<file path="src/hw/rtl/lslc_pkg.sv">
// Package with shared types, codes and helpers of the link status LED controller.
`default_nettype none
package lslc_pkg;

  typedef enum logic [1:0] {
    CMD_TICK      = 2'd0,
    CMD_LINK_LOST = 2'd1,
    CMD_GOT_ADDR  = 2'd2,
    CMD_START     = 2'd3
  } cmd_e;

  localparam logic [1:0] MODE_CONNECTED    = 2'd0;
  localparam logic [1:0] MODE_CONNECTING   = 2'd1;
  localparam logic [1:0] MODE_DISCONNECTED = 2'd2;

  localparam logic [2:0] REG_LED_ACTIVE_LOW = 3'd0;
  localparam logic [2:0] REG_RETRY_INTERVAL = 3'd1;
  localparam logic [2:0] REG_ATTEMPT_TMO    = 3'd2;
  localparam logic [2:0] REG_TOGGLE_PERIOD  = 3'd3;
  localparam logic [2:0] REG_BLINK_ON       = 3'd4;
  localparam logic [2:0] REG_BLINK_OFF      = 3'd5;
  localparam logic [2:0] REG_PAUSE          = 3'd6;
  localparam logic [2:0] REG_BLINK_TOTAL    = 3'd7;

  localparam logic [15:0] RST_RETRY_INTERVAL = 16'd10000;
  localparam logic [15:0] RST_ATTEMPT_TMO    = 16'd20000;
  localparam logic [15:0] RST_TOGGLE_PERIOD  = 16'd400;
  localparam logic [15:0] RST_BLINK_ON       = 16'd200;
  localparam logic [15:0] RST_BLINK_OFF      = 16'd200;
  localparam logic [15:0] RST_PAUSE          = 16'd1500;
  localparam logic [3:0]  RST_BLINK_TOTAL    = 4'd3;

  typedef struct packed {
    logic        led_active_low;
    logic [15:0] retry_interval_ms;
    logic [15:0] attempt_timeout_ms;
    logic [15:0] toggle_period_ms;
    logic [15:0] blink_on_ms;
    logic [15:0] blink_off_ms;
    logic [15:0] pause_ms;
    logic [3:0]  blink_total;
  } cfg_t;

  typedef struct packed {
    logic       connect_request;
    logic       linked;
    logic [1:0] mode;
    logic       led_pin;
  } result_t;

  typedef struct packed {
    logic [1:0] led_mode;
    logic       lit;
    logic [3:0] blink_index;
  } state_view_t;

  function automatic logic [15:0] sat_inc16(input logic [15:0] v);
    return (v == 16'hFFFF) ? v : v + 16'd1;
  endfunction

  function automatic logic [15:0] at_least_one16(input logic [15:0] v);
    return (v == 16'd0) ? 16'd1 : v;
  endfunction

endpackage
`default_nettype wire

</file>
<file path="src/hw/rtl/lslc_cfg_regs.sv">
// Configuration register file of the link status LED controller.
`default_nettype none
module lslc_cfg_regs
  import lslc_pkg::*;
(
  input  wire logic        clk_i,
  input  wire logic        rst_ni,
  input  wire logic        cfg_we_i,
  input  wire logic [2:0]  cfg_idx_i,
  input  wire logic [15:0] cfg_data_i,
  output      cfg_t        cfg_o
);

  cfg_t cfg_q;
  cfg_t cfg_d;

  always_comb begin
    cfg_d = cfg_q;
    if (cfg_we_i) begin
      case (cfg_idx_i)
        REG_LED_ACTIVE_LOW: cfg_d.led_active_low     = cfg_data_i[0];
        REG_RETRY_INTERVAL: cfg_d.retry_interval_ms  = cfg_data_i;
        REG_ATTEMPT_TMO:    cfg_d.attempt_timeout_ms = cfg_data_i;
        REG_TOGGLE_PERIOD:  cfg_d.toggle_period_ms   = cfg_data_i;
        REG_BLINK_ON:       cfg_d.blink_on_ms        = cfg_data_i;
        REG_BLINK_OFF:      cfg_d.blink_off_ms       = cfg_data_i;
        REG_PAUSE:          cfg_d.pause_ms           = cfg_data_i;
        REG_BLINK_TOTAL:    cfg_d.blink_total        = cfg_data_i[3:0];
        default:            cfg_d = cfg_q;
      endcase
    end
  end

  always_ff @(posedge clk_i or negedge rst_ni) begin
    if (!rst_ni) begin
      cfg_q.led_active_low     <= 1'b0;
      cfg_q.retry_interval_ms  <= RST_RETRY_INTERVAL;
      cfg_q.attempt_timeout_ms <= RST_ATTEMPT_TMO;
      cfg_q.toggle_period_ms   <= RST_TOGGLE_PERIOD;
      cfg_q.blink_on_ms        <= RST_BLINK_ON;
      cfg_q.blink_off_ms       <= RST_BLINK_OFF;
      cfg_q.pause_ms           <= RST_PAUSE;
      cfg_q.blink_total        <= RST_BLINK_TOTAL;
    end else begin
      cfg_q <= cfg_d;
    end
  end

  assign cfg_o = cfg_q;

endmodule
`default_nettype wire

</file>
<file path="src/hw/rtl/lslc_state.sv">
// Link and LED state registers with the per-beat update logic.
`default_nettype none
module lslc_state
  import lslc_pkg::*;
(
  input  wire logic        clk_i,
  input  wire logic        rst_ni,
  input  wire logic        step_i,
  input  wire cmd_e        cmd_i,
  input  wire logic        hard_failure_i,
  input  wire cfg_t        cfg_i,
  output      result_t     result_o,
  output      state_view_t view_o
);

  logic        link_up_q, link_up_d;
  logic        failed_hard_q, failed_hard_d;
  logic [1:0]  led_mode_q, led_mode_d;
  logic [15:0] phase_ms_q, phase_ms_d;
  logic        phase_level_q, phase_level_d;
  logic [3:0]  blink_index_q, blink_index_d;
  logic [15:0] since_attempt_q, since_attempt_d;
  logic [15:0] since_retry_q, since_retry_d;
  logic        lit_q, lit_d;

  logic        req;
  logic [3:0]  total;
  logic [3:0]  bi_inc;
  logic [15:0] seg_len;
  logic        in_pause;
  logic [1:0]  target;

  always_comb begin
    link_up_d       = link_up_q;
    failed_hard_d   = failed_hard_q;
    led_mode_d      = led_mode_q;
    phase_ms_d      = phase_ms_q;
    phase_level_d   = phase_level_q;
    blink_index_d   = blink_index_q;
    since_attempt_d = since_attempt_q;
    since_retry_d   = since_retry_q;
    lit_d           = lit_q;
    req             = 1'b0;
    total           = (cfg_i.blink_total == 4'd0) ? 4'd1 : cfg_i.blink_total;
    bi_inc          = blink_index_q + 4'd1;
    in_pause        = (blink_index_q >= total);
    seg_len         = 16'd0;
    target          = MODE_CONNECTING;

    case (cmd_i)
      CMD_TICK: begin
        since_attempt_d = sat_inc16(since_attempt_q);
        since_retry_d   = sat_inc16(since_retry_q);
        phase_ms_d      = sat_inc16(phase_ms_q);

        if (led_mode_q == MODE_CONNECTING) begin
          if (phase_ms_d >= at_least_one16(cfg_i.toggle_period_ms)) begin
            phase_ms_d    = 16'd0;
            phase_level_d = ~phase_level_q;
          end
        end else if (led_mode_q == MODE_DISCONNECTED) begin
          if (in_pause) begin
            seg_len = cfg_i.pause_ms;
          end else if (phase_level_q) begin
            seg_len = at_least_one16(cfg_i.blink_on_ms);
          end else begin
            seg_len = at_least_one16(cfg_i.blink_off_ms);
          end
          if (phase_ms_d >= seg_len) begin
            phase_ms_d = 16'd0;
            if (in_pause) begin
              blink_index_d = 4'd0;
              phase_level_d = 1'b1;
            end else if (phase_level_q) begin
              phase_level_d = 1'b0;
            end else begin
              phase_level_d = 1'b1;
              if (bi_inc >= total && cfg_i.pause_ms == 16'd0) begin
                blink_index_d = 4'd0;
              end else begin
                blink_index_d = bi_inc;
              end
            end
          end
        end

        if (link_up_q) begin
          target = MODE_CONNECTED;
        end else if (failed_hard_q || since_attempt_d >= cfg_i.attempt_timeout_ms) begin
          target = MODE_DISCONNECTED;
        end else begin
          target = MODE_CONNECTING;
        end
        if (led_mode_d != target) begin
          led_mode_d    = target;
          phase_ms_d    = 16'd0;
          phase_level_d = 1'b1;
          blink_index_d = 4'd0;
        end

        if (led_mode_d == MODE_CONNECTED) begin
          lit_d = 1'b1;
        end else if (led_mode_d == MODE_CONNECTING) begin
          lit_d = phase_level_d;
        end else begin
          lit_d = (blink_index_d < total) ? phase_level_d : 1'b0;
        end

        if (!link_up_q && since_retry_d >= cfg_i.retry_interval_ms) begin
          since_retry_d   = 16'd0;
          since_attempt_d = 16'd0;
          failed_hard_d   = 1'b0;
          req             = 1'b1;
          if (led_mode_d != MODE_CONNECTING) begin
            led_mode_d    = MODE_CONNECTING;
            phase_ms_d    = 16'd0;
            phase_level_d = 1'b1;
            blink_index_d = 4'd0;
            lit_d         = 1'b0;
          end
        end
      end
      CMD_LINK_LOST: begin
        link_up_d       = 1'b0;
        failed_hard_d   = hard_failure_i;
        since_attempt_d = 16'd0;
        req             = 1'b1;
        if (led_mode_q != MODE_CONNECTING) begin
          led_mode_d    = MODE_CONNECTING;
          phase_ms_d    = 16'd0;
          phase_level_d = 1'b1;
          blink_index_d = 4'd0;
          lit_d         = 1'b0;
        end
      end
      CMD_GOT_ADDR: begin
        link_up_d     = 1'b1;
        failed_hard_d = 1'b0;
        if (led_mode_q != MODE_CONNECTED) begin
          led_mode_d    = MODE_CONNECTED;
          phase_ms_d    = 16'd0;
          phase_level_d = 1'b1;
          blink_index_d = 4'd0;
          lit_d         = 1'b1;
        end
      end
      default: begin
        since_attempt_d = 16'd0;
        since_retry_d   = 16'd0;
        failed_hard_d   = 1'b0;
        req             = 1'b1;
        if (led_mode_q != MODE_CONNECTING) begin
          led_mode_d    = MODE_CONNECTING;
          phase_ms_d    = 16'd0;
          phase_level_d = 1'b1;
          blink_index_d = 4'd0;
          lit_d         = 1'b0;
        end
      end
    endcase
  end

  always_ff @(posedge clk_i or negedge rst_ni) begin
    if (!rst_ni) begin
      link_up_q       <= 1'b0;
      failed_hard_q   <= 1'b0;
      led_mode_q      <= MODE_CONNECTING;
      phase_ms_q      <= 16'd0;
      phase_level_q   <= 1'b1;
      blink_index_q   <= 4'd0;
      since_attempt_q <= 16'd0;
      since_retry_q   <= 16'd0;
      lit_q           <= 1'b0;
    end else if (step_i) begin
      link_up_q       <= link_up_d;
      failed_hard_q   <= failed_hard_d;
      led_mode_q      <= led_mode_d;
      phase_ms_q      <= phase_ms_d;
      phase_level_q   <= phase_level_d;
      blink_index_q   <= blink_index_d;
      since_attempt_q <= since_attempt_d;
      since_retry_q   <= since_retry_d;
      lit_q           <= lit_d;
    end
  end

  assign result_o.led_pin         = lit_d ^ cfg_i.led_active_low;
  assign result_o.mode            = led_mode_d;
  assign result_o.linked          = link_up_d;
  assign result_o.connect_request = req;

  assign view_o.led_mode    = led_mode_q;
  assign view_o.lit         = lit_q;
  assign view_o.blink_index = blink_index_q;

endmodule
`default_nettype wire

</file>
<file path="src/hw/rtl/link_status_led_controller.sv">
// A beat waits in the input register; its result is held in the result register.
// Throughput: one beat per cycle unless the output stalls. The state update
// between the two registers is a single pass of counter increments and compares.
// A stalled output holds its beat while the input register still takes one more.
// Reset (asynchronous, active low) restores the register defaults and the
// connecting mode with the LED off; no beat is pending after reset.
`default_nettype none
module link_status_led_controller
  import lslc_pkg::*;
(
  input  wire logic        clk_i,
  input  wire logic        rst_ni,
  input  wire logic        s_axis_tvalid,
  output      logic        s_axis_tready,
  input  wire logic [7:0]  s_axis_tdata,  // [0] hard_failure, [7:1] zero
  input  wire logic [1:0]  s_axis_tuser,  // [1:0] cmd
  output      logic        m_axis_tvalid,
  input  wire logic        m_axis_tready,
  output      logic [7:0]  m_axis_tdata,  // [0] led_pin, [2:1] mode, [3] linked,
                                          // [4] connect_request, [7:5] zero
  input  wire logic        cfg_we_i,
  input  wire logic [2:0]  cfg_idx_i,
  input  wire logic [15:0] cfg_data_i
);

  cfg_t        cfg;
  result_t     result;
  state_view_t view;

  logic        in_valid_q;
  cmd_e        in_cmd_q;
  logic        in_hard_q;
  logic        out_valid_q;
  result_t     out_q;
  logic        advance;

  assign advance       = in_valid_q && (!out_valid_q || m_axis_tready);
  assign s_axis_tready = !in_valid_q || advance;

  lslc_cfg_regs u_cfg (
    .clk_i      (clk_i),
    .rst_ni     (rst_ni),
    .cfg_we_i   (cfg_we_i),
    .cfg_idx_i  (cfg_idx_i),
    .cfg_data_i (cfg_data_i),
    .cfg_o      (cfg)
  );

  lslc_state u_state (
    .clk_i          (clk_i),
    .rst_ni         (rst_ni),
    .step_i         (advance),
    .cmd_i          (in_cmd_q),
    .hard_failure_i (in_hard_q),
    .cfg_i          (cfg),
    .result_o       (result),
    .view_o         (view)
  );

  always_ff @(posedge clk_i or negedge rst_ni) begin
    if (!rst_ni) begin
      in_valid_q <= 1'b0;
    end else if (s_axis_tready) begin
      in_valid_q <= s_axis_tvalid;
    end
  end

  always_ff @(posedge clk_i) begin
    if (s_axis_tready && s_axis_tvalid) begin
      in_cmd_q  <= cmd_e'(s_axis_tuser);
      in_hard_q <= s_axis_tdata[0];
    end
  end

  always_ff @(posedge clk_i or negedge rst_ni) begin
    if (!rst_ni) begin
      out_valid_q <= 1'b0;
    end else if (!out_valid_q || m_axis_tready) begin
      out_valid_q <= in_valid_q;
    end
  end

  always_ff @(posedge clk_i) begin
    if (advance) begin
      out_q <= result;
    end
  end

  assign m_axis_tvalid = out_valid_q;
  assign m_axis_tdata  = {3'b000, out_q.connect_request, out_q.linked, out_q.mode,
                          out_q.led_pin};

  a_connected_lit : assert property (@(posedge clk_i) disable iff (!rst_ni)
    view.led_mode == MODE_CONNECTED |-> view.lit)
    else $error("LED is dark while the mode is connected");

  a_blinks_only_disconnected : assert property (@(posedge clk_i) disable iff (!rst_ni)
    view.led_mode != MODE_DISCONNECTED |-> view.blink_index == 4'd0)
    else $error("Blink count is set outside the disconnected mode");

  a_request_connecting : assert property (@(posedge clk_i) disable iff (!rst_ni)
    (advance && result.connect_request) |=> (out_q.mode == MODE_CONNECTING))
    else $error("Connect request issued without the connecting mode");

  a_state_frozen : assert property (@(posedge clk_i) disable iff (!rst_ni)
    !advance |=> $stable(view))
    else $error("State changed without a beat being processed");

endmodule
`default_nettype wire
</file>
<file path="config.mk">
export PLATFORM = sky130hd
export DESIGN_NAME = link_status_led_controller
export DESIGN_NICKNAME = d
export VERILOG_FILES = /design/src/hw/rtl/lslc_pkg.sv /design/src/hw/rtl/lslc_cfg_regs.sv /design/src/hw/rtl/lslc_state.sv /design/src/hw/rtl/link_status_led_controller.sv
export SDC_FILE = /design/constraint.sdc
export NUM_CORES = 1
export LEC_CHECK = 0
export BUFFER_PORTS_ARGS = -buffer_cell sky130_fd_sc_hd__buf_2
export CELL_PAD_IN_SITES_DETAIL_PLACEMENT = 0
export CELL_PAD_IN_SITES_GLOBAL_PLACEMENT = 1
export CORE_UTILIZATION = 53
export CTS_CLUSTER_SIZE = 10
export DETAILED_ROUTE_END_ITERATION = 12
export GPL_TIMING_DRIVEN = 0
export PLACE_DENSITY_LB_ADDON = 0.15
export SKIP_CTS_REPAIR_TIMING = 1
export SLEW_MARGIN = 20
export SYNTH_ARGS = -nofsm -noshare
export SYNTH_HDL_FRONTEND = slang
export SYNTH_SLANG_ARGS = --single-unit
</file>
<file path="constraint.sdc">
create_clock -name clk_i -period 8.99 [get_ports clk_i]
set_clock_uncertainty 0.15 [all_clocks]
set_input_delay 1.798 -clock clk_i [delete_from_list [all_inputs] [get_ports clk_i]]
set_output_delay 1.798 -clock clk_i [all_outputs]
set_load 0.01 [all_outputs]
</file>
; Word level (Yosys, flattened, before mapping)
; Index checks and enable logic that the tools add are counted.
[totals]
ff_bits = 169
out_inout_bits = 10
word_cells = 167
[classes]
add_sub_neg = 4
order_cmp = 7
eq_ne = 20
n_mux = 74
bitwise_logic = 4
reduce_logical = 33
[op_table]
columns = operator, n
row1 = $mux 16, 22
row2 = $pmux 16 s2, 3
row3 = $ge 16x16->1, 4
row4 = $logic_not 16->1, 4
row5 = $mux 4, 13
row6 = $add 16x1->16 const B, 3
row7 = $eq 16x16->1 const B, 3
row8 = $reduce_and 2->1, 11
row9 = $mux 1, 20
row10 = $mux 2, 9
row11 = $eq 3x3->1 const B, 4
row12 = $pmux 1 s2, 5
row13 = $ge 4x4->1, 2
row14 = $ne 2x1->1 const B, 4
row15 = $pmux 4 s2, 1
row16 = $eq 2x1->1 const B, 3
row17 = $eq 3x2->1 const B, 2
row18 = $add 4x1->4 const B, 1
row19 = $eq 2x2->1 const B, 2
row20 = $logic_and 1x1->1, 4
row21 = $logic_not 2->1, 2
row22 = $logic_not 4->1, 1
row23 = $lt 4x4->1, 1
row24 = $pmux 2 s2, 1
row25 = 11 further kinds, 17

; Logic depth before layout (Yosys ltp)
; Gate-level depths: netlist (run 1).
[logic_depth]
depth_word = 21
ltp_mapped = 27

; Modules after synthesis
; Synthesis (run 1) repeated with hierarchy kept, for this count alone.
[hier_totals]
hier_cells = 997
area_unflattened_um2 = 10543.9
[modules_own_cells]
columns = mod, n_inst, cells_per_inst, area_per_inst_um2
row1 = lslc_state, 1, 754, 6090.8
row2 = lslc_cfg_regs, 1, 223, 4082.7
row3 = link_status_led_controller, 1, 20, 370.4

; Least setup slack after synthesis (run 1)
; OpenSTA, ideal clock, no wires.
[synth_path]
kind = register to register
startpoint = reg u_cfg.cfg_q, in the netlist u_cfg.cfg_o[1]
endpoint = reg out_q, in the netlist m_axis_tdata[0] (data pin)
setup_time_ns = 0.274
t_arrival_ns = 4.914
setup_slack_ns = 3.652
path_stages_with_launch = 26
path_buffers = 2
period_less_slack_ns = 5.338
path_cell_list = dfstp_2 -> nor3_1 -> nor2_1 -> inv_1 -> ha_1 -> nand2b_1 -> a21o_1 -> a21o_1 -> a21oi_2 -> clkbuf_1 -> o21ai_0 -> ha_1 -> nand2b_1 -> a2111o_1 -> a21oi_1 -> o21ai_0 -> and2_1 -> clkbuf_1 -> and3_1 -> a22oi_1 -> nor2_1 -> ha_1 -> nor2b_1 -> o32a_1 -> o311ai_1 -> xor2_1
[synth_lines]
columns = element, line
row1 = start: declaration, lslc_cfg_regs.sv:14  ; cfg_t cfg_q;
row2 = start signal: assignment, lslc_cfg_regs.sv:45  ; cfg_q <= cfg_d;
row3 = end signal: assignment, link_status_led_controller.sv:85  ; out_q <= result;
row4 = end: declaration, link_status_led_controller.sv:34  ; result_t out_q;

==> results.py, run 1 <==
metrics = {
    "clocking": {
        "htreeDepth": 4,
        "cts_buffers": 17,
        "cts-root-buf": "clkbuf_16",
        "clk_path_buf_depth": 2,
        "clkLatencyLatePin_ps": 440,
        "cts.sinks": 169,
        "clk_pin_slew_ps": 70,
        "cts_tree": "built",
    },
    "finish": {
        "finish.net_count": 1191,
        "drive_gt1_share_pct": 18.6,
        "area_delta_synth_final_pct": 11.0,
        "antenna_cells": 0,
    },
    "grt": {
        "gr-usage-met1_pct": 39.5,
        "first_global_vias": 7363,
        "busiest_layer": "met1",
        "grt_pass1_wl_microns": 39500,
        "grt_util_met2_pct": 38.7,
        "use_met3_pct": 4.58,
        "track_usage_pct": 26.1,
        "grt_max_degree": 87,
        "antenna_found_initial": 0,
        "gr-total-overflow": 0,
    },
    "setup_path": {
        "start_kind": "flop",
        "max_stage_delay_ps": 540,
        "worstPathArrival_ps": 6310,
        "path_class": "flop to flop",
        "crit_required_ps": 9010,
        "path_depth": 25,
        "r2r_cells": 25,
        "startpoint": "u_cfg.cfg_o[1]",
        "r2r_start": "u_cfg.cfg_o[1]",
        "path_buf_inv": 3,
        "cp_top_family": "compound AO/OA/AOI/OAI gates",
        "crit_fanout": 10,
        "crit_top_cell": "ha_1",
        "r2r_slack_ps": 2700,
        "crit_path_end_kind": "flop",
        "cp_slowest_cell": "dfstp_2",
        "r2r-end": "m_axis_tdata[0]",
        "endpoint": "m_axis_tdata[0]",
    },
    "detailed_routing": {
        "first_pass_iters": 5,
        "viasPerCell": 5.79,
        "dr.first_iter.drc_count": 540,
        "ant_nets": 0,
        "drcViolationCount": 0,
        "drt-total-wl_microns": 24100,
        "routedWlPerCell_microns": 18.2,
        "vias": 7649,
    },
    "floorplanning": {
        "fp-row-count": 50,
        "io_pins": 44,
        "die_y_microns": 140,
        "die_w_microns": 140,
        "start_util_pct": 54.0,
        "die-area_sq_um": 19600,
        "coreArea_sq_um": 18700,
    },
    "worst_hold_path": {
        "hp-start": "in_valid_q",
        "hp-class": "flop to flop",
    },
    "power_and_ir_drop": {
        "powerDensity_nw_per_um2": 196,
        "ir_drop_v": 0.000133,
        "p_total_mw": 2.19,
        "p_leak_nw": 5.10,
    },
    "timing": {
        "maxSlewViolCount": 0,
        "timing.final.crit_share_pct": 70.0,
        "setup-violations-final": 0,
        "period_needed_ps": 6290,
        "fmax_mhz": 159,
        "setup-tns-final_ps": 0,
        "rsz0062_at_grt": "false",
        "tightest_slew_ps": 1040,
        "hold_viol_final": 0,
        "relSlewSlack_pct": 30.4,
    },
    "placed_design": {
        "portBuffers": 30,
        "gp_congestion": 0.854,
        "hpwl_microns": 17500,
    },
    "yosys": {
        "synthCells": 1023,
        "synthTopCellsByArea": "dfrtp_1 (32%), ha_1 (10%), mux2_2 (8.7%)",
        "yosysSeqAreaShare_pct": 42.6,
        "yosysTopAreaCell": "dfrtp_1",
        "syn-mean-instance-area_sq_um": 9.87,
        "synthFlopType": "dfrtp_1",
        "synth_cell_type_count": 71,
        "synth_most_common_cell": "dfrtp_1",
        "synth_edf_count": 8,
        "yosys_warnings": 0,
        "synth-seq-cells": 169,
        "async_flop_share_pct": 95.3,
        "synth_area_sq_um": 10100,
        "yosys.area.top_type_share_pct": 32.5,
        "synth_common_cells": "dfrtp_1 (131), nand2_1 (121), o21ai_0 (83)",
    },
    "run_status": {
        "status": "finished clean",
    },
    "run": {
        "cap_violations": 0,
    },
}
## layout by cell type (no fill, tap or decap), types with 14 or more instances in the layout
master,count
nor2_1,47
xnor2_1,23
mux2_2,78
dfstp_2,30
a22o_1,27
a21oi_1,42
clkbuf_1,36
nand3_1,14
o21ai_0,83
inv_1,63
nor3_1,15
dfrtp_1,131
clkbuf_16,17
ha_1,82
a22oi_1,16
nand2_1,121
nand2b_1,17
nor4_1,15
buf_2,29
## flip-flops by register name, summed over array words and instances (netlist names)
| register | count |
|---|---|
| in_hard_q | 1 |
| m_axis_tdata | 5 |
| u_state.lit_q | 1 |
| in_valid_q | 1 |
| u_state.link_up_q | 1 |
| u_cfg.cfg_o | 101 |
| u_state.phase_level_q | 1 |
| u_state.phase_ms_q | 16 |
| m_axis_tvalid | 1 |
| u_state.since_attempt_q | 16 |
| u_state.blink_index_q | 4 |
| in_cmd_q | 2 |
| u_state.led_mode_q | 2 |
| u_state.since_retry_q | 16 |
| u_state.failed_hard_q | 1 |
## kinds of logic after synthesis
group,synth area share (%)
buf+inv,4.46
compound gates,15.6
flops,42.6
fa+ha+maj,10.2
simple gates,14.8
mux,9.19
other cells,0.0371
xor+xnor,3.12
## layer usage
metal  part of all wire (%)  vias up  wire length (microns)
li1                       -     3784                      -
met1                     51     3707                  12300
met4                    1.3        0                    302
met3                    3.4       20                    826
met2                     44      138                  10600
met5                      0        -                      0
## where the power goes
| part | internal, mW | switching [mW] | leakage (nW) | total (mW) |
|---|---|---|---|---|
| logic | 0.196 | 0.248 | 2.73 | 0.444 |
| clock network | 0.405 | 0.366 | 0.303 | 0.771 |
| registers | 0.900 | 0.0780 | 2.07 | 0.978 |
## stage by stage
| step | hold WS [ps] | instances | area [sq um] | util (%) | setup slack (ps) |
|---|---|---|---|---|---|
| floorplan | 307 | 1025 | 10100 | - | 3650 |
| global placement | 326 | 1289 | 10600 | 56.4 | 2720 |
| detailed placement | 354 | 1290 | 10600 | 56.6 | 2780 |
| CTS | 365 | 1322 | 11200 | 59.9 | 2740 |
| global route | 374 | 1322 | 11200 | 59.9 | 2090 |
| finish | 352 | 1322 | 11200 | 59.9 | 2700 |
## worst min path at each step
stage | cells past startpoint | slack [ps] | endpoint
3_5_place_dp | 1 | 350 | m_axis_tvalid
4_1_cts | 1 | 370 | m_axis_tvalid
2_1_floorplan | 1 | 310 | m_axis_tvalid
3_3_place_gp | 1 | 330 | m_axis_tvalid
6_report | 1 | 350 | m_axis_tvalid
5_1_grt | 1 | 370 | u_state.since_attempt_q[10]
## area by class of cell
| class | count | area (sq um) |
|---|---|---|
| fill | 1608 | 7490 |
| multi-input combinational | 748 | 5350 |
| sequential | 169 | 4310 |
| clock buffer | 17 | 425 |
| tap | 234 | 293 |
| inverter | 64 | 240 |
| buffer | 44 | 210 |
| clock inverter | 15 | 198 |
| timing repair buffer | 31 | 188 |
## worst register-to-register path: cells and delay by family (launching register included)
| kind | cells | cell delay [ps] |
|---|---|---|
| flops | 1 | 540 |
| buf+inv | 3 | 650 |
| xor+xnor | 1 | 110 |
| compound gates | 10 | 2510 |
| simple gates | 8 | 1190 |
| fa+ha+maj | 3 | 880 |
Power figures use the tool's default switching activity.
==> run 2: changes to the inputs <==
- CORE_UTILIZATION: 53 -> 49
- clock period: 8.99 -> 6.2 ns (I/O delays scaled with it)
==> run 2 against run 1 <==
  * Combinational power is 47% higher
  * Sequential power up 45%
  * Highest routed layer unchanged
  * Non-clock buffer count down 1
  * Total power is 42% higher
  * First-iteration DRC count down 22%
  * Hold slack lost 3.1 ps
  * Setup slack lost 2300 ps
  * Global-route usage decreased by 2.0 points
  * Via count increased by 0.75%
  * Routed wire length increased by 1.7%
  * Final cell count rose by 2.6%
==> results.py, run 2 (synthesis results as in run 1) <==
metrics = {
    "grt": {
        "antenna_found_initial": 0,
        "first_global_vias": 7425,
        "track_usage_pct": 24.1,
        "gr-total-overflow": 0,
        "grt_pass1_wl_microns": 40000,
        "grt_max_degree": 84,
    },
    "setup_path": {
        "r2r_slack_ps": 430,
        "crit_fanout": 10,
        "startpoint": "u_cfg.cfg_o[1]",
        "crit_required_ps": 6220,
        "path_class": "flop to flop",
        "worstPathArrival_ps": 5790,
        "cp_slowest_cell": "dfstp_2",
        "max_stage_delay_ps": 540,
        "crit_path_end_kind": "flop",
        "r2r_start": "u_cfg.cfg_o[1]",
        "start_kind": "flop",
    },
    "placed_design": {
        "portBuffers": 30,
        "hpwl_microns": 18000,
        "gp_congestion": 0.826,
    },
    "clocking": {
        "clkLatencyLatePin_ps": 440,
        "cts.sinks": 169,
        "cts-root-buf": "clkbuf_16",
        "clk_path_buf_depth": 2,
        "cts_buffers": 17,
        "clk_pin_slew_ps": 70,
        "cts_tree": "built",
        "htreeDepth": 4,
    },
    "timing": {
        "tightest_slew_ps": 1010,
        "maxSlewViolCount": 0,
        "timing.final.crit_share_pct": 93.1,
        "hold_viol_final": 0,
        "period_needed_ps": 5770,
        "relSlewSlack_pct": 32.2,
        "rsz0062_at_grt": "false",
        "setup-violations-final": 0,
        "fmax_mhz": 173,
    },
    "finish": {
        "drive_gt1_share_pct": 19.0,
        "area_delta_synth_final_pct": 11.1,
        "final_cell_mix": "dfrtp_1 (131), nand2_1 (121), o21ai_0 (83), ha_1 (82), mux2_2 (78)",
        "layout_commonest_cell": "dfrtp_1",
        "antenna_cells": 0,
        "finish.net_count": 1190,
        "largest_reg_flops": 101,
        "fin_util_pct": 55.5,
    },
    "run": {
        "cap_violations": 0,
    },
    "floorplanning": {
        "die-area_sq_um": 21200,
        "die_y_microns": 146,
        "io_pins": 44,
        "die_w_microns": 146,
        "fp-row-count": 52,
        "start_util_pct": 49.9,
        "coreArea_sq_um": 20200,
    },
    "detailed_routing": {
        "drt-total-wl_microns": 24500,
        "ant_nets": 0,
        "vias": 7706,
        "drcViolationCount": 0,
        "viasPerCell": 5.68,
        "routedWlPerCell_microns": 18.1,
        "first_pass_iters": 5,
        "dr.first_iter.drc_count": 419,
    },
    "power_and_ir_drop": {
        "p_total_mw": 3.11,
        "ir_drop_v": 0.000182,
        "powerDensity_nw_per_um2": 277,
        "p_leak_nw": 5.08,
    },
    "worst_hold_path": {
        "hp-start": "in_valid_q",
        "hp-class": "flop to flop",
    },
    "run_status": {
        "status": "finished clean",
    },
}
## run 2: cell types whose count changed in the layout (fill, tap and decap cells not counted), moves of 2 or more
| cell | change |
|---|---|
| clkinvlp_4 | +3 |
| clkinv_8 | -2 |
| inv_6 | -3 |
| clkbuf_2 | +3 |
| clkbuf_1 | -4 |
## run 2: report_power, final
part	internal [mW]	total [mW]	switching, mW
Sequential	1.31	1.42	0.110
Combinational	0.289	0.653	0.364
Clock	0.533	1.04	0.506
## run 2: layout make-up
cell class,count,area (sq um)
Clock inverter,14,138
Sequential cell,169,4310
Inverter,64,240
Clock buffer,18,429
Fill cell,1846,9010
Tap cell,270,338
Buffer,42,206
Multi-Input combinational cell,748,5370
Timing Repair Buffer,32,195
## run 2: per-layer routing
layer	part of all wire (%)	track usage, %	vias up
li1	-	-	3791
met1	51	35.9	3790
met2	46	37.8	114
met3	2.6	3.26	11
met4	0.58	4.58	0
met5	0	0	-
## run 2: critical path, delay by kind of cell, from the launching register on
| kind | cells | cell delay, ps |
|---|---|---|
| adders and majority gates | 3 | 880 |
| DFF | 1 | 540 |
| AOI/OAI and AO/OA | 12 | 2470 |
| xor gates and xnor gates | 1 | 110 |
| buffers and inverters | 2 | 350 |
| and+or+nand+nor | 7 | 1020 |
## run 2: path summary, 6_finish.rpt
kind	endpoint	depth (start not counted)
min in group asynchronous	u_state.phase_ms_q[10]	1
setup / recovery	m_axis_tdata[0]	25
hold / removal	m_axis_tvalid	1
hold reg to reg	m_axis_tvalid	1
max in group asynchronous	u_cfg.cfg_o[94]	2
setup reg to reg	m_axis_tdata[0]	25
## run 2: metrics by stage
| stage | TNS [ps] | hold slack [ps] | cell area [sq um] | setup WS (ps) | instances |
|---|---|---|---|---|---|
| final | 0 | 349 | 11200 | 430 | 1357 |
| after global placement | -100 | 332 | 10600 | -100 | 1325 |
| after CTS | -224 | 359 | 11200 | -165 | 1358 |
| after detailed placement | -163 | 342 | 10600 | -138 | 1326 |
| after global routing | 0 | 379 | 11200 | 99.1 | 1357 |
| after floorplan | 0 | 307 | 10100 | 862 | 1025 |
==> run 3: changes to the inputs <==
- CTS_BUF_LIST: not set -> sky130_fd_sc_hd__clkbuf_16
==> run 3 against run 2 <==
  * Routed wire length increased by 0.17%
  * Clock power about the same
  * Count of clock-buffer cells in the layout decreased by 1
  * Highest routed layer unchanged
  * Fmax about the same
  * First-iteration DRC count increased by 2.1%
  * Largest power group unchanged
==> results.py, run 3 (synthesis results as in run 1) <==
metrics = {
    "finish": {
        "final_cells": 1357,
        "area_delta_synth_final_pct": 11.1,
        "register_area_sq_um": 4310,
        "layout_commonest_cell": "dfrtp_1",
        "fin_util_pct": 55.5,
        "fill_cells": 1846,
        "final_cell_mix": "dfrtp_1 (131), nand2_1 (121), o21ai_0 (83), ha_1 (82), mux2_2 (78)",
        "multi_input_area_sq_um": 5370,
        "largest_reg_flops": 101,
        "antenna_cells": 0,
        "finish.net_count": 1190,
        "drive_gt1_share_pct": 19.0,
    },
    "timing": {
        "period_needed_ps": 5770,
        "setup-tns-final_ps": 0,
        "relSlewSlack_pct": 32.2,
        "rsz0062_at_grt": "false",
        "fmax_mhz": 173,
        "tightest_slew_ps": 1010,
        "timing.final.crit_share_pct": 93.1,
        "maxSlewViolCount": 0,
        "hold_slack_ps": 349,
        "setup-violations-final": 0,
        "hold_viol_final": 0,
    },
    "worst_hold_path": {
        "hp-start": "in_valid_q",
        "hp-class": "flop to flop",
        "min_to": "m_axis_tvalid",
        "hold_depth": 1,
    },
    "detailed_routing": {
        "drt-total-wl_microns": 24500,
        "highest_layer": "met4",
        "vias": 7725,
        "viasPerCell": 5.69,
        "routedWlPerCell_microns": 18.1,
        "wl_met1_microns": 12400,
        "first_pass_iters": 5,
        "dr.first_iter.drc_count": 428,
        "wl_met3_microns": 711,
        "drcViolationCount": 0,
        "wl_met2_microns": 11200,
        "ant_nets": 0,
    },
    "setup_path": {
        "r2r_slack_ps": 430,
        "crit_fanout": 10,
        "max_stage_delay_ps": 540,
        "r2r_start": "u_cfg.cfg_o[1]",
        "r2r-end": "m_axis_tdata[0]",
        "r2r_cells": 25,
        "path_class": "flop to flop",
        "crit_path_end_kind": "flop",
        "cp_top_family": "compound AO/OA/AOI/OAI gates",
        "crit_required_ps": 6210,
        "start_kind": "flop",
        "worstPathArrival_ps": 5790,
        "cp_slowest_cell": "dfstp_2",
        "path_buf_inv": 2,
    },
    "clocking": {
        "cts_tree": "built",
        "cts.sinks": 169,
        "clk_path_buf_depth": 2,
        "cts-root-buf": "clkbuf_16",
        "cts_buffers": 17,
        "htreeDepth": 4,
        "clk_pin_slew_ps": 70,
        "clkLatencyLatePin_ps": 430,
    },
    "grt": {
        "grt_max_degree": 84,
        "first_global_vias": 7425,
        "gr-total-overflow": 0,
        "track_usage_pct": 24.1,
        "grt_pass1_wl_microns": 40000,
        "antenna_found_initial": 0,
    },
    "floorplanning": {
        "coreArea_sq_um": 20200,
        "die_w_microns": 146,
        "die_y_microns": 146,
        "start_util_pct": 49.9,
        "die-area_sq_um": 21200,
        "fp-row-count": 52,
        "io_pins": 44,
    },
    "placed_design": {
        "hpwl_microns": 18000,
        "portBuffers": 30,
        "gp_congestion": 0.826,
        "dp_cells": 1326,
    },
    "power_and_ir_drop": {
        "pwr-share-comb_pct": 21.0,
        "p_int_mw": 2.13,
        "p_seq_share_pct": 45.6,
        "ir_drop_v": 0.000181,
        "p_leak_nw": 5.09,
        "powerDensity_nw_per_um2": 277,
        "pwr-share-clk_pct": 33.4,
        "p_sw_share_pct": 31.6,
        "power_switching_uw": 980,
    },
    "run": {
        "cap_violations": 0,
    },
    "run_status": {
        "status": "finished clean",
    },
}
## run 3: changes by cell type in the layout (fill, tap and decap cells not counted), sizes merged
cell    change
clkbuf      -1
inv         +1
## run 3: stage by stage
step	setup slack, ps	total power, mW	instance area, sq um
global placement	-100	2.06	10600
finish	429	3.11	11200
CTS	-165	3.12	11200
global route	99.1	3.28	11200
detailed placement	-138	2.08	10600
floorplan	862	1.86	10100
## run 3: worst max path at each step
stage                       to  slack [ps]  cells past startpoint           start
6_report       m_axis_tdata[0]         430                     25  u_cfg.cfg_o[1]
5_1_grt        m_axis_tdata[0]         100                     25  u_cfg.cfg_o[1]
4_1_cts        m_axis_tdata[0]        -160                     26  u_cfg.cfg_o[1]
3_5_place_dp   m_axis_tdata[0]        -140                     26  u_cfg.cfg_o[1]
3_3_place_gp   m_axis_tdata[0]        -100                     26  u_cfg.cfg_o[1]
2_1_floorplan  m_axis_tdata[0]         860                     25  u_cfg.cfg_o[1]
## run 3: metal layers
metal | up-vias | GRT usage (%)
met5 | - | 0
met4 | 0 | 4.58
met3 | 11 | 3.26
met2 | 123 | 37.8
met1 | 3803 | 35.9
li1 | 3788 | -
## run 3: layout make-up
type                       instances  area share, %
multi-input combinational        748           47.8
clock inverter                    15           1.26
clock buffer                      17           3.79
sequential                       169           38.4
tap                              270           3.01
timing repair buffer              32           1.74
inverter                          64           2.14
buffer                            42           1.84
## run 3: power groups by stage
stage | sequential [mW] | combinational (mW) | clock, mW
5_1_grt | 1.43 | 0.744 | 1.10
3_5_place_dp | 1.43 | 0.647 | 0
2_1_floorplan | 1.40 | 0.462 | 0
6_report | 1.42 | 0.653 | 1.04
3_3_place_gp | 1.43 | 0.627 | 0
4_1_cts | 1.41 | 0.651 | 1.05
